[src/design/tdq_pkg.sv]
`timescale 1ns / 1ps
// Shared types, codes and helpers for the timer delay queue.
// Depends on nothing; the sequencer, top level and port checks refer to it by scoped names.
package tdq_pkg;

    localparam int QUEUE_DEPTH = 32;
    localparam int ID_BITS     = 8;
    localparam int ID_W        = 8;
    localparam int TIME_W      = 32;
    localparam int Q_CNT_W     = $clog2(QUEUE_DEPTH + 1);
    localparam int Q_IDX_W     = (QUEUE_DEPTH > 1) ? $clog2(QUEUE_DEPTH) : 1;
    localparam int ENTRY_W     = TIME_W + ID_BITS;

    localparam logic [Q_CNT_W:0]   DEPTH_EXT = QUEUE_DEPTH[Q_CNT_W:0];
    localparam logic [Q_CNT_W-1:0] DEPTH_CNT = QUEUE_DEPTH[Q_CNT_W-1:0];
    localparam logic [Q_IDX_W-1:0] LAST_IDX  = Q_IDX_W'(QUEUE_DEPTH - 1);

    localparam logic [1:0] ACT_QUERY = 2'd0;
    localparam logic [1:0] ACT_REL   = 2'd1;
    localparam logic [1:0] ACT_ABS   = 2'd2;
    localparam logic [1:0] ACT_TICK  = 2'd3;

    localparam logic [1:0] KIND_TIME  = 2'd0;
    localparam logic [1:0] KIND_WOKEN = 2'd1;
    localparam logic [1:0] KIND_TICK  = 2'd2;
    localparam logic [1:0] KIND_FULL  = 2'd3;

    typedef struct packed {
        logic [1:0]        action;
        logic [ID_W-1:0]   requester_id;
        logic [TIME_W-1:0] delay_ticks;
    } t_in_word;

    typedef struct packed {
        logic [1:0]        kind;
        logic [ID_W-1:0]   task_id;
        logic [TIME_W-1:0] current_time;
        logic              last;
    } t_out_word;

    typedef enum logic [2:0] {
        ST_IDLE,
        ST_EMIT,
        ST_INS_RD,
        ST_INS_CMP,
        ST_INS_PUT,
        ST_REL_RD,
        ST_REL_CMP
    } t_state;

    typedef enum logic [1:0] {
        RD_J1,
        RD_J2,
        RD_HEAD
    } t_rd_sel;

    typedef struct packed {
        logic       fire;
        logic [1:0] action;
        logic       full;
        logic       empty;
        logic       gt;
        logic       j_one;
        logic       out_free;
    } t_sts;

    typedef struct packed {
        logic    ready;
        t_rd_sel rd_sel;
        logic    wr_en;
        logic    wr_new;
        logic    j_dec;
        logic    cnt_inc;
        logic    pop;
        logic    emit;
    } t_ctl;

    // Maps a queue position, counted from the head, to a RAM address.
    function automatic logic [Q_IDX_W-1:0] f_wrap(input logic [Q_IDX_W-1:0] base,
                                                  input logic [Q_CNT_W-1:0] off);
        logic [Q_CNT_W:0] s;
        s = (Q_CNT_W + 1)'(base) + {1'b0, off};
        if (s >= DEPTH_EXT) begin
            s = s - DEPTH_EXT;
        end
        return s[Q_IDX_W-1:0];
    endfunction

endpackage

[src/design/tdq_ram.sv]
`timescale 1ns / 1ps
// Generic single-write, single-read RAM with a registered read port.
// Depends on nothing.
module tdq_ram #(
    parameter int WIDTH  = 8,
    parameter int DEPTH  = 16,
    parameter int ADDR_W = (DEPTH > 1) ? $clog2(DEPTH) : 1
) (
    input  logic              i_clk,
    input  logic              i_wr_en,
    input  logic [ADDR_W-1:0] i_wr_addr,
    input  logic [WIDTH-1:0]  i_wr_data,
    input  logic [ADDR_W-1:0] i_rd_addr,
    output logic [WIDTH-1:0]  o_rd_data
);

    logic [WIDTH-1:0] r_mem [DEPTH];
    logic [WIDTH-1:0] r_rd_data;

    always_ff @(posedge i_clk) begin
        if (i_wr_en) begin
            r_mem[i_wr_addr] <= i_wr_data;
        end
        r_rd_data <= r_mem[i_rd_addr];
    end

    assign o_rd_data = r_rd_data;

endmodule

[src/design/tdq_seq.sv]
`timescale 1ns / 1ps
// Sequencer of the timer delay queue: steps insertion and release walks.
// Depends on tdq_pkg for the state, status and control types.
module tdq_seq (
    input  logic          i_clk,
    input  logic          i_rst_n,
    input  tdq_pkg::t_sts i_sts,
    output tdq_pkg::t_ctl o_ctl
);

    tdq_pkg::t_state r_state;
    tdq_pkg::t_state n_state;

    always_ff @(posedge i_clk) begin
        if (!i_rst_n) begin
            r_state <= tdq_pkg::ST_IDLE;
        end else begin
            r_state <= n_state;
        end
    end

    always_comb begin
        n_state = r_state;
        unique case (r_state)
            tdq_pkg::ST_IDLE: begin
                if (i_sts.fire) begin
                    unique case (i_sts.action)
                        tdq_pkg::ACT_QUERY: n_state = tdq_pkg::ST_EMIT;
                        tdq_pkg::ACT_REL,
                        tdq_pkg::ACT_ABS: begin
                            priority if (i_sts.full) begin
                                n_state = tdq_pkg::ST_EMIT;
                            end else if (i_sts.empty) begin
                                n_state = tdq_pkg::ST_INS_PUT;
                            end else begin
                                n_state = tdq_pkg::ST_INS_RD;
                            end
                        end
                        default: n_state = tdq_pkg::ST_REL_RD;
                    endcase
                end
            end
            tdq_pkg::ST_INS_RD: n_state = tdq_pkg::ST_INS_CMP;
            tdq_pkg::ST_INS_CMP: begin
                priority if (!i_sts.gt) begin
                    n_state = tdq_pkg::ST_IDLE;
                end else if (i_sts.j_one) begin
                    n_state = tdq_pkg::ST_INS_PUT;
                end else begin
                    n_state = tdq_pkg::ST_INS_CMP;
                end
            end
            tdq_pkg::ST_INS_PUT: n_state = tdq_pkg::ST_IDLE;
            tdq_pkg::ST_REL_RD: begin
                n_state = i_sts.empty ? tdq_pkg::ST_EMIT : tdq_pkg::ST_REL_CMP;
            end
            tdq_pkg::ST_REL_CMP: begin
                priority if (i_sts.gt) begin
                    n_state = tdq_pkg::ST_EMIT;
                end else if (i_sts.out_free) begin
                    n_state = tdq_pkg::ST_REL_RD;
                end else begin
                    n_state = tdq_pkg::ST_REL_CMP;
                end
            end
            tdq_pkg::ST_EMIT: begin
                if (i_sts.out_free) begin
                    n_state = tdq_pkg::ST_IDLE;
                end
            end
            default: n_state = tdq_pkg::ST_IDLE;
        endcase
    end

    always_comb begin
        o_ctl         = '0;
        o_ctl.rd_sel  = tdq_pkg::RD_HEAD;
        unique case (r_state)
            tdq_pkg::ST_IDLE: o_ctl.ready = 1'b1;
            tdq_pkg::ST_INS_RD: o_ctl.rd_sel = tdq_pkg::RD_J1;
            tdq_pkg::ST_INS_CMP: begin
                o_ctl.rd_sel  = tdq_pkg::RD_J2;
                o_ctl.wr_en   = 1'b1;
                o_ctl.wr_new  = !i_sts.gt;
                o_ctl.j_dec   = i_sts.gt;
                o_ctl.cnt_inc = !i_sts.gt;
            end
            tdq_pkg::ST_INS_PUT: begin
                o_ctl.wr_en   = 1'b1;
                o_ctl.wr_new  = 1'b1;
                o_ctl.cnt_inc = 1'b1;
            end
            tdq_pkg::ST_REL_RD: o_ctl.rd_sel = tdq_pkg::RD_HEAD;
            tdq_pkg::ST_REL_CMP: o_ctl.pop = !i_sts.gt && i_sts.out_free;
            tdq_pkg::ST_EMIT: o_ctl.emit = i_sts.out_free;
            default: o_ctl.ready = 1'b0;
        endcase
    end

endmodule

[src/design/timer_delay_queue.sv]
`timescale 1ns / 1ps
// Timer delay queue top level: tick counter, wake-time ordered sleeper queue, output register.
// Depends on tdq_pkg, tdq_ram and tdq_seq.
//
// The block takes one word at a time and holds o_in_stall high until that word's work is done.
// A time query or a rejected delay goes straight to the emit state, where it waits out any
// output stall. A delay that is queued is written at once into an empty queue; otherwise the
// queued entries are read from the tail, each with a later wake time moves up one place, and
// the delay is written where the walk stops. A tick reads the head, releases each woken
// requester in turn, waiting out output stalls, and then emits its done word. The queue lives
// in a RAM with one write and one registered read port, and a single comparator checks the
// entries one at a time. The queue needs no clearing after reset.
module timer_delay_queue (
    input  logic               i_clk,
    input  logic               i_rst_n,
    input  logic               i_in_valid,
    output logic               o_in_stall,
    input  tdq_pkg::t_in_word  i_in_word,
    output logic               o_out_valid,
    input  logic               i_out_stall,
    output tdq_pkg::t_out_word o_out_word
);

    tdq_pkg::t_sts sts;
    tdq_pkg::t_ctl ctl;

    logic [tdq_pkg::TIME_W-1:0]  r_time;
    logic [tdq_pkg::TIME_W-1:0]  r_key;
    logic [tdq_pkg::ID_BITS-1:0] r_id;
    logic [1:0]                  r_kind;
    logic [tdq_pkg::Q_CNT_W-1:0] r_count;
    logic [tdq_pkg::Q_CNT_W-1:0] r_j;
    logic [tdq_pkg::Q_IDX_W-1:0] r_head;
    logic                        r_out_valid;
    tdq_pkg::t_out_word          r_out_word;

    logic                         accept;
    logic                         out_free;
    logic [tdq_pkg::TIME_W-1:0]   addend;
    logic [tdq_pkg::TIME_W:0]     sum;
    logic [tdq_pkg::TIME_W-1:0]   sat_sum;
    logic [tdq_pkg::Q_IDX_W-1:0]  rd_addr;
    logic [tdq_pkg::Q_IDX_W-1:0]  wr_addr;
    logic [tdq_pkg::ENTRY_W-1:0]  wr_data;
    logic [tdq_pkg::ENTRY_W-1:0]  rd_data;
    logic [tdq_pkg::TIME_W-1:0]   rd_wake;
    logic [tdq_pkg::ID_BITS-1:0]  rd_id;
    logic [tdq_pkg::TIME_W-1:0]   cmp_key;

    assign accept   = i_in_valid && ctl.ready;
    assign out_free = !r_out_valid || !i_out_stall;

    assign addend  = (i_in_word.action == tdq_pkg::ACT_TICK) ? tdq_pkg::TIME_W'(1)
                                                              : i_in_word.delay_ticks;
    assign sum     = {1'b0, r_time} + {1'b0, addend};
    assign sat_sum = sum[tdq_pkg::TIME_W] ? '1 : sum[tdq_pkg::TIME_W-1:0];

    assign rd_wake = rd_data[tdq_pkg::ENTRY_W-1:tdq_pkg::ID_BITS];
    assign rd_id   = rd_data[tdq_pkg::ID_BITS-1:0];
    assign cmp_key = (ctl.rd_sel == tdq_pkg::RD_HEAD) ? r_time : r_key;

    always_comb begin
        unique case (ctl.rd_sel)
            tdq_pkg::RD_J1:   rd_addr = tdq_pkg::f_wrap(r_head, r_j - 1'b1);
            tdq_pkg::RD_J2:   rd_addr = tdq_pkg::f_wrap(r_head, r_j - 2'd2);
            tdq_pkg::RD_HEAD: rd_addr = r_head;
            default:          rd_addr = r_head;
        endcase
    end

    assign wr_addr = tdq_pkg::f_wrap(r_head, r_j);
    assign wr_data = ctl.wr_new ? {r_key, r_id} : rd_data;

    assign sts.fire     = accept;
    assign sts.action   = i_in_word.action;
    assign sts.full     = (r_count == tdq_pkg::DEPTH_CNT);
    assign sts.empty    = (r_count == '0);
    assign sts.gt       = (rd_wake > cmp_key);
    assign sts.j_one    = (r_j == tdq_pkg::Q_CNT_W'(1));
    assign sts.out_free = out_free;

    tdq_seq u_seq (
        .i_clk   (i_clk),
        .i_rst_n (i_rst_n),
        .i_sts   (sts),
        .o_ctl   (ctl)
    );

    tdq_ram #(
        .WIDTH (tdq_pkg::ENTRY_W),
        .DEPTH (tdq_pkg::QUEUE_DEPTH)
    ) u_ram (
        .i_clk     (i_clk),
        .i_wr_en   (ctl.wr_en),
        .i_wr_addr (wr_addr),
        .i_wr_data (wr_data),
        .i_rd_addr (rd_addr),
        .o_rd_data (rd_data)
    );

    always_ff @(posedge i_clk) begin
        if (!i_rst_n) begin
            r_time      <= '0;
            r_count     <= '0;
            r_head      <= '0;
            r_out_valid <= 1'b0;
        end else begin
            if (accept && (i_in_word.action == tdq_pkg::ACT_TICK)) begin
                r_time <= sat_sum;
            end
            if (ctl.cnt_inc) begin
                r_count <= r_count + 1'b1;
            end else if (ctl.pop) begin
                r_count <= r_count - 1'b1;
            end
            if (ctl.pop) begin
                r_head <= (r_head == tdq_pkg::LAST_IDX) ? '0 : r_head + 1'b1;
            end
            if (ctl.emit || ctl.pop) begin
                r_out_valid <= 1'b1;
            end else if (!i_out_stall) begin
                r_out_valid <= 1'b0;
            end
        end
    end

    always_ff @(posedge i_clk) begin
        if (accept) begin
            r_id <= i_in_word.requester_id[tdq_pkg::ID_BITS-1:0];
            r_j  <= r_count;
            r_key <= (i_in_word.action == tdq_pkg::ACT_REL) ? sat_sum
                                                             : i_in_word.delay_ticks;
            unique case (i_in_word.action)
                tdq_pkg::ACT_QUERY: r_kind <= tdq_pkg::KIND_TIME;
                tdq_pkg::ACT_REL,
                tdq_pkg::ACT_ABS:   r_kind <= tdq_pkg::KIND_FULL;
                default:            r_kind <= tdq_pkg::KIND_TICK;
            endcase
        end else if (ctl.j_dec) begin
            r_j <= r_j - 1'b1;
        end
        if (ctl.pop) begin
            r_out_word.kind         <= tdq_pkg::KIND_WOKEN;
            r_out_word.task_id      <= tdq_pkg::ID_W'(rd_id);
            r_out_word.current_time <= r_time;
            r_out_word.last         <= 1'b0;
        end else if (ctl.emit) begin
            r_out_word.kind         <= r_kind;
            r_out_word.task_id      <= tdq_pkg::ID_W'(r_id);
            r_out_word.current_time <= r_time;
            r_out_word.last         <= 1'b1;
        end
    end

    assign o_in_stall  = !ctl.ready;
    assign o_out_valid = r_out_valid;
    assign o_out_word  = r_out_word;

endmodule

[config.mk]
export PLATFORM = sky130hd
export DESIGN_NAME = timer_delay_queue
export DESIGN_NICKNAME = d
export VERILOG_FILES = /design/src/design/tdq_pkg.sv /design/src/design/tdq_ram.sv /design/src/design/tdq_seq.sv /design/src/design/timer_delay_queue.sv
export SDC_FILE = /design/constraint.sdc
export NUM_CORES = 1
export LEC_CHECK = 0
export BUFFER_PORTS_ARGS = -buffer_cell sky130_fd_sc_hd__clkbuf_2
export CAP_MARGIN = 10
export CORE_ASPECT_RATIO = 2
export CORE_MARGIN = 5
export CORE_UTILIZATION = 50
export DETAILED_ROUTE_END_ITERATION = 6
export GPL_TIMING_DRIVEN = 0
export PLACE_DENSITY_LB_ADDON = 0.2
export SETUP_SLACK_MARGIN = 0.02
export SYNTH_ARGS = -nofsm -noshare
export SYNTH_HDL_FRONTEND = slang
export SYNTH_HIERARCHICAL = 1
export SYNTH_SLANG_ARGS = --single-unit
[constraint.sdc]
create_clock -name i_clk -period 7.7 [get_ports i_clk]
set_input_delay 0.385 -clock i_clk [delete_from_list [all_inputs] [get_ports i_clk]]
set_output_delay 0.385 -clock i_clk [all_outputs]
set_load 0.03 [all_outputs]
==> metrics, run 1 <==
CTS Buf Count=118; clock-pin slew on the worst setup and hold paths=0.08 ns; cell row count=180; Synth Area in XOR/XNOR=0.007122; worst clock skew=between 0.04 and 0.05 ns; Hold Path Class=in2reg; Lkg Pwr=21.53 nW; switch share=0.3192; initial antenna violation count=1; total die area=0.1280 sq mm; Power, Total=around 23 mW; worst-path cell chain=clkbuf_1 > nand2b_1 > clkbuf_1 > nand2b_1 > clkbuf_1 > clkdlybuf4s15_2 > mux2i_1 > ha_1 > a21o_1 > a21o_1 > a21oi_1 > o21ai_0 > a21oi_1 > o221ai_1 > a21oi_1 > a31oi_1 > o21ai_1 > buf_4 > buf_1 > mux2_2; placed instance area=0.06360 sq mm; Reg-to-Reg End=u_ram/r_mem[15][22]; number of I/O port buffers=90; CTS Sinks=1,458; post-synth cell types=75; post-layout min period=between 7 and 8 ns; CP Data Required Time=approximately 8.1 ns; Post-CTS Setup Inserts=0; Slew @ Worst Pin=1.234 ns; fraction of the mapped netlist area in simple logic gates=0.04994; final critical-path share of the clock period=0.9711; routability cong.=0.9413; drt first pass iters=5; clock latency on the worst-skew pair=0.75 ns; GRT Total Usage=0.2503; Place WS=-0.9656 ns; Synth Area in Compound Gates=0.07020; final worst-path setup slack=0.2225 ns; slew margin rel.=0.1772; Die Ht=501.0 um; share of the synthesized area in the top cell type=0.6817; synthesized-area fraction occupied by adder cells=0.01939; Crit Path Category=reg2reg; core area=0.1200 sq mm; crit start category=flip-flop; CP max-delay cell=mux2_2; Max Cap Viol=0; R2R Setup Slk=0.22 ns; Worst Setup SP=u_seq/r_state[1]; drt total wl=approximately 160,000 um; Comb pwr share=0.251; Clock Tree Buf Depth=3; vias per inst=5.914; area leader, netlist=edfxtp_1; Syn Inst Count=3,812; share of the yosys chip area belonging to registers=0.7116; Synth Net Count=3,949; Final Cell Area=about 0.068 sq mm; P_sw=7.434 mW; Synth Register Bits=1,458; Syn-to-layout area delta=12.90%; crit end category=flip-flop; worst-path maximum fanout=32; vias in the first global route=35,182; RR Startpoint=u_seq/r_state[1]; mean post-synth cell area=approximately 16 sq um; FILL cells=about 9,400; dominant synthesized flop cell=edfxtp_1; layout cell share with drive strength beyond 1=0.1243; status=complete, no violations; Synth Warn #=6; largest family of logic cells by synthesized area=multiplexers; Setup crit end=u_ram/r_mem[15][22]; RSZ-0062 raised after global routing=false; # nets final=4,223; Seq pwr share=0.476; vias=33,893; first-pass GRT wire length=around 230,000 um; number of top-level pins=91; initial detailed-routing violation count=approximately 3,000; internal power=15.86 mW; antenna viol nets, final=0; final setup vio count=0; chip width=255.5 um; Worst Path Arrival=7.89 ns; Peak VDD IR=221.0 uV; Fin. Hold Viols=0; top post-synthesis cells by area=edfxtp_1 (68%), mux2i_1 (11%), dfxtp_1 (3.0%); slowest cell delay on critical path=between 0.8 and 0.9 ns; count of pins over their slew limit=0; DR WL/cell=28.52 um; mux share of post-synthesis cell area=0.1206; # DRC=0; power per cell area=342.3 mW/mm^2; Post-synth EDFFs=1,368; post-synthesis cell area=approximately 0.060 sq mm; R2R cell count=20; Clock power frac=0.273; clock tree from TritonCTS=built; Post-synth ARST share=0; CTS root buffer=clkbuf_16; Congestion Overflow GR=0; Max Clk Rate=0.1337 GHz; Initial Util=0.5020; H-Tree Level Count=3; largest net degree at the start of global routing=33; DP Wirelength=112,600 um
## cell families (layout without fill, tap and decap cells)
group | after synthesis | after routing
other | 0 | 1
flip-flops | 1458 | 1458
multiplexers | 721 | 721
AO/OA/AOI/OAI | 622 | 622
AND/OR/NAND/NOR | 634 | 634
XOR/XNOR | 49 | 49
adder cells (fa/ha/maj) | 91 | 91
buffers and inverters | 237 | 608
## layer usage
metal	routed length [um]	up-vias	track usage
li1	-	15331	-
met3	7850	347	0.03038
met1	55900	17018	0.2645
met4	10930	0	0.1451
met5	0	-	0
met2	88780	1197	0.4769
## critical path: cells and delay by family (launching register included)
family	cells	cell delay, ns
muxes	2	1.07
DFF	1	0.46
and+or+nand+nor	2	0.21
AOI/OAI and AO/OA	9	2.45
adders and majority gates	1	0.27
buffers and inverters	6	2.62
## through the flow
step / util / hold slack, ns / std cells / TNS (ns)
6_report: 0.5668 / 0.05268 / 5731 / 0
5_1_grt: 0.5668 / 0.02685 / 5731 / 0
4_1_cts: 0.5668 / 0.0004565 / 5730 / 0
3_5_place_dp: 0.5298 / 0.4439 / 5484 / -800.34
3_3_place_gp: 0.5219 / 0.4413 / 5449 / -627.98
2_1_floorplan: - / 0.4326 / 3812 / 0
## synthesized netlist by cell type, drive strengths merged, types with 5 or more instances
library cell  instances
a22oi               121
a211oi               22
xor2                 20
and3                 12
nand2               167
o21ai                43
nor2b                79
dfxtp                90
a21oi               223
o21bai                6
nand3               127
mux2                 42
o22a                  5
clkbuf              100
nand4                13
a21o                 34
nand3b                8
nand2b                9
buf                 113
a22o                 88
nor3                 45
inv                  24
a31oi                48
mux2i               679
xnor2                29
nor2                154
edfxtp             1368
ha                   87
## placed cells by master, fill, tap and decap left out, types with 29 or more instances in the layout
cell type	instances
a21o_1	34
a21oi_1	222
a22o_1	88
a22oi_1	121
a31oi_1	46
buf_12	35
buf_2	36
buf_6	31
clkbuf_1	112
clkbuf_16	120
clkbuf_2	91
dfxtp_1	90
dlygate4sd3_1	30
edfxtp_1	1368
ha_1	87
mux2_2	29
mux2i_1	679
nand2_1	167
nand3_1	126
nor2_1	120
nor2_4	32
nor2b_1	79
nor3_1	45
o21ai_0	40
xnor2_1	29
## worst min-delay path by stage
stage	start	endpoint	slack, ns	depth (start not counted)
after CTS	i_in_word[23]	r_key[23]	0.0005	3
after global placement	r_kind[0]	o_out_word[41]	0.44	1
final	i_in_word[0]	r_key[0]	0.05	3
after global routing	i_in_word[14]	r_key[14]	0.03	3
after detailed placement	r_kind[0]	o_out_word[41]	0.44	1
after floorplan	r_kind[0]	o_out_word[41]	0.43	1
## power groups by stage
stage                     clock network [mW]  logic, mW  registers, mW
final                                   6.36       5.85           11.1
after CTS                               6.47       5.90           11.1
after global routing                    6.74       6.23           11.1
after floorplan                            0       3.31           11.2
after detailed placement                   0       5.83           11.3
after global placement                     0       5.54           11.3
## what timing repair did
action                      CTS  global route
setup endpoints to repair  1249             0
hold endpoints to repair     30             0
gates resized for setup      23             0
hold buffers                 30             0
## cell type report
| cell class | count | area [sq um] | share of cell area |
|---|---|---|---|
| diodes | 1 | 2.502 | 0.00003678 |
| plain buffers | 212 | 1195 | 0.01756 |
| clock buffers | 142 | 3136 | 0.04609 |
| clock inverters | 75 | 937.1 | 0.01377 |
| inverters | 24 | 90.09 | 0.001324 |
| multi-input cells | 2117 | 16410 | 0.2412 |
| flip-flops and latches | 1458 | 42880 | 0.6303 |
| well taps | 1547 | 1936 | 0.02845 |
| repair buffers | 155 | 1451 | 0.02133 |
## state kept, by name (all words and copies together) (netlist names)
| register | cells |
|---|---|
| r_j | 6 |
| r_head | 5 |
| r_key | 32 |
| o_out_valid | 1 |
| r_time | 32 |
| r_kind | 2 |
| r_id | 8 |
| r_count | 6 |
| u_ram/o_rd_data | 40 |
| u_seq/r_state | 3 |
| o_out_word | 43 |
| u_ram/r_mem | 1280 |
No activity file was read; power rests on OpenSTA's default activity.
==> run 2: changes to the inputs <==
Settings changed: CORE_MARGIN 5 to unset, RECOVER_POWER set to 25.
==> run 2 against run 1 <==
  * The run now ends with design-rule violations, max-capacitance violations, max-slew violations left
  * Clock power up 0.8%
  * Critical path depth up 1
  * Via count up 0.91%
  * Count of clock-buffer cells in the layout down 1
  * Core utilization up 0.067 points
  * Worst setup slack better by 0.012 ns
  * Final area down 0.63%
  * Sequential share of layout area up 0.40 points
  * Clock skew down 0.012 ns
  * First-iteration DRC count down 5.1%
==> metrics, run 2 (same netlist as run 1, synthesis figures left out) <==
status=finished, violations left; violated checks=design-rule violations, max-capacitance violations, max-slew violations; drt first pass iters=7; power per cell area=346.0 mW/mm^2; Slew @ Worst Pin=2.694 ns; initial detailed-routing violation count=about 2,900; largest net degree at the start of global routing=33; Seq pwr share=0.473; # nets final=4,220; total die area=between 0.1 and 0.15 sq mm; number of I/O port buffers=90; Die Ht=493.0 um; CP bufs+invs=7; Biggest register=u_ram/r_mem; Max Cap Viol=33; initial antenna violation count=2; clock-pin slew on the worst setup and hold paths=0.07 ns; worst clock skew=0.03030 ns; placed instance area=0.06359 sq mm; vias per inst=5.972; Worst path most repeated cell=clkbuf_1; Largest register FFs=between 1,000 and 1,500; Max Clk Rate=0.1340 GHz; Syn-to-layout area delta=12.20%; Place WS=-0.5111 ns; vias in the first global route=about 35,000; slew margin rel.=-0.8029; Crit Path Category=reg2reg; CTS root buffer=clkbuf_16; H-Tree Level Count=3; Final Core Density=0.5674; layout cell share with drive strength beyond 1=0.1048; Peak VDD IR=214.1 uV; clock latency on the worst-skew pair=0.76 ns; # DRC=17; Post-CTS Setup Inserts=0; Lkg Pwr=roughly 21 nW; internal power=15.88 mW; Worst Path Arrival=7.86 ns; worst-path cell chain=clkbuf_1 > nand2b_1 > clkbuf_1 > nand2b_1 > clkbuf_1 > clkdlybuf4s15_2 > mux2i_1 > ha_1 > a21o_1 > a21o_1 > a21oi_1 > o21ai_0 > a21oi_1 > o221ai_1 > a21oi_1 > a31oi_1 > o21ai_1 > buf_4 > clkbuf_1 > clkdlybuf4s18_2 > mux2_2; FILL cells=9,398; most frequent cells in the layout=edfxtp_1 (1,368), mux2i_1 (679), a21oi_1 (222), clkbuf_1 (176), nand2_1 (167); Hold Path Class=in2reg; CP max-delay cell=clkdlybuf4s18_2; CTS Buf Count=119; Congestion Overflow GR=0; routability cong.=0.9291; Fin. Hold Viols=0; DP Wirelength=111,900 um; placed cells=around 5,500; final setup vio count=0; commonest non-fill, non-tap cell in the layout=edfxtp_1; worst-path maximum fanout=32; crit end category=flip-flop; number of top-level pins=91; final critical-path share of the clock period=0.9695; Final Cell Area=0.06761 sq mm; vias=34,203; CP delay by family, top=buffers and inverters; Power, Total=23.39 mW; Finished Layout Cells=~5,700; first-pass GRT wire length=235,100 um; Initial Util=0.5057; drt total wl=around 160,000 um; CTS Sinks=1,458; cell row count=179; GRT Total Usage=0.2711; antenna viol nets, final=0; post-layout min period=7.465 ns; Comb pwr share=0.253; core area=0.1191 sq mm; CP Data Required Time=around 8 ns; Clock Tree Buf Depth=3; P_sw=7.511 mW; crit start category=flip-flop; Clock power frac=0.274; DR WL/cell=28.78 um; slowest cell delay on critical path=between 0.6 and 0.7 ns; chip width=~250 um; switch share=0.3211; RSZ-0062 raised after global routing=false; clock tree from TritonCTS=built; count of pins over their slew limit=717; final worst-path setup slack=~0.23 ns
run 2: cell types whose count changed in the layout (fill, tap and decap cells not counted), moves of 18 or more:
| cell | change |
|---|---|
| nor2_4 | -20 |
| mux2_4 | +18 |
| clkbuf_2 | -45 |
| nor2_1 | +21 |
| clkbuf_1 | +64 |
| mux2_2 | -18 |
run 2: area by class of cell:
class                   count  area [sq um]  area share
multi-input cells        2117         16280      0.2408
flip-flops and latches   1458         42880      0.6342
diodes                      1         2.502  0.00003701
clock inverters            85         975.9     0.01443
repair buffers            150          1131     0.01673
well taps                1538          1924     0.02846
inverters                  24         90.09    0.001332
plain buffers             213          1185     0.01753
clock buffers             141          3142     0.04647
run 2: per-layer routing:
| layer | GRT usage | vias up | part of all wire | wire length [um] |
|---|---|---|---|---|
| met1 | 0.2902 | 17329 | 0.35 | 56870 |
| met5 | 0 | - | 0 | 0 |
| met3 | 0.03340 | 367 | 0.048 | 7931 |
| met4 | 0.1676 | 0 | 0.070 | 11610 |
| met2 | 0.4995 | 1183 | 0.54 | 88410 |
| li1 | - | 15324 | - | - |
run 2: through the flow:
step	hold WS (ns)	TNS (ns)
final	0.03959	0
after global routing	0.05255	0
after CTS	0.01037	-27.06
after detailed placement	0.4462	-324.77
after global placement	0.4339	-346.05
after floorplan	0.4326	0
run 2: worst reg2reg max path, delay by kind of cell, from the launching register on:
kind,cells,cell delay [ns]
buffers and inverters,7,3.03
adder cells (fa/ha/maj),1,0.27
AND/OR/NAND/NOR,2,0.21
AO/OA/AOI/OAI,9,2.22
multiplexers,2,0.93
flip-flops,1,0.44
run 2: worst paths after layout:
| kind | start | endpoint | slack [ns] | cells past startpoint |
|---|---|---|---|---|
| min reg2reg | r_kind[0] | o_out_word[41] | 0.46 | 1 |
| min | i_in_word[23] | r_key[23] | 0.04 | 3 |
| max | u_seq/r_state[1] | u_ram/r_mem[14][16] | 0.23 | 21 |
| max reg2reg | u_seq/r_state[1] | u_ram/r_mem[14][16] | 0.23 | 21 |
run 2: what timing repair did:
item	in CTS	in global routing
hold endpoints to repair	25	0
resized for setup	13	30
setup endpoints to repair	1216	1217
hold buffers	25	0
run 2: power groups by stage:
stage          clock network, mW  registers (mW)  logic [mW]
3_5_place_dp                   0            11.2        5.83
6_report                    6.41            11.1        5.91
4_1_cts                     6.50            11.1        5.89
3_3_place_gp                   0            11.3        5.54
5_1_grt                     6.78            11.1        6.26
2_1_floorplan                  0            11.2        3.31
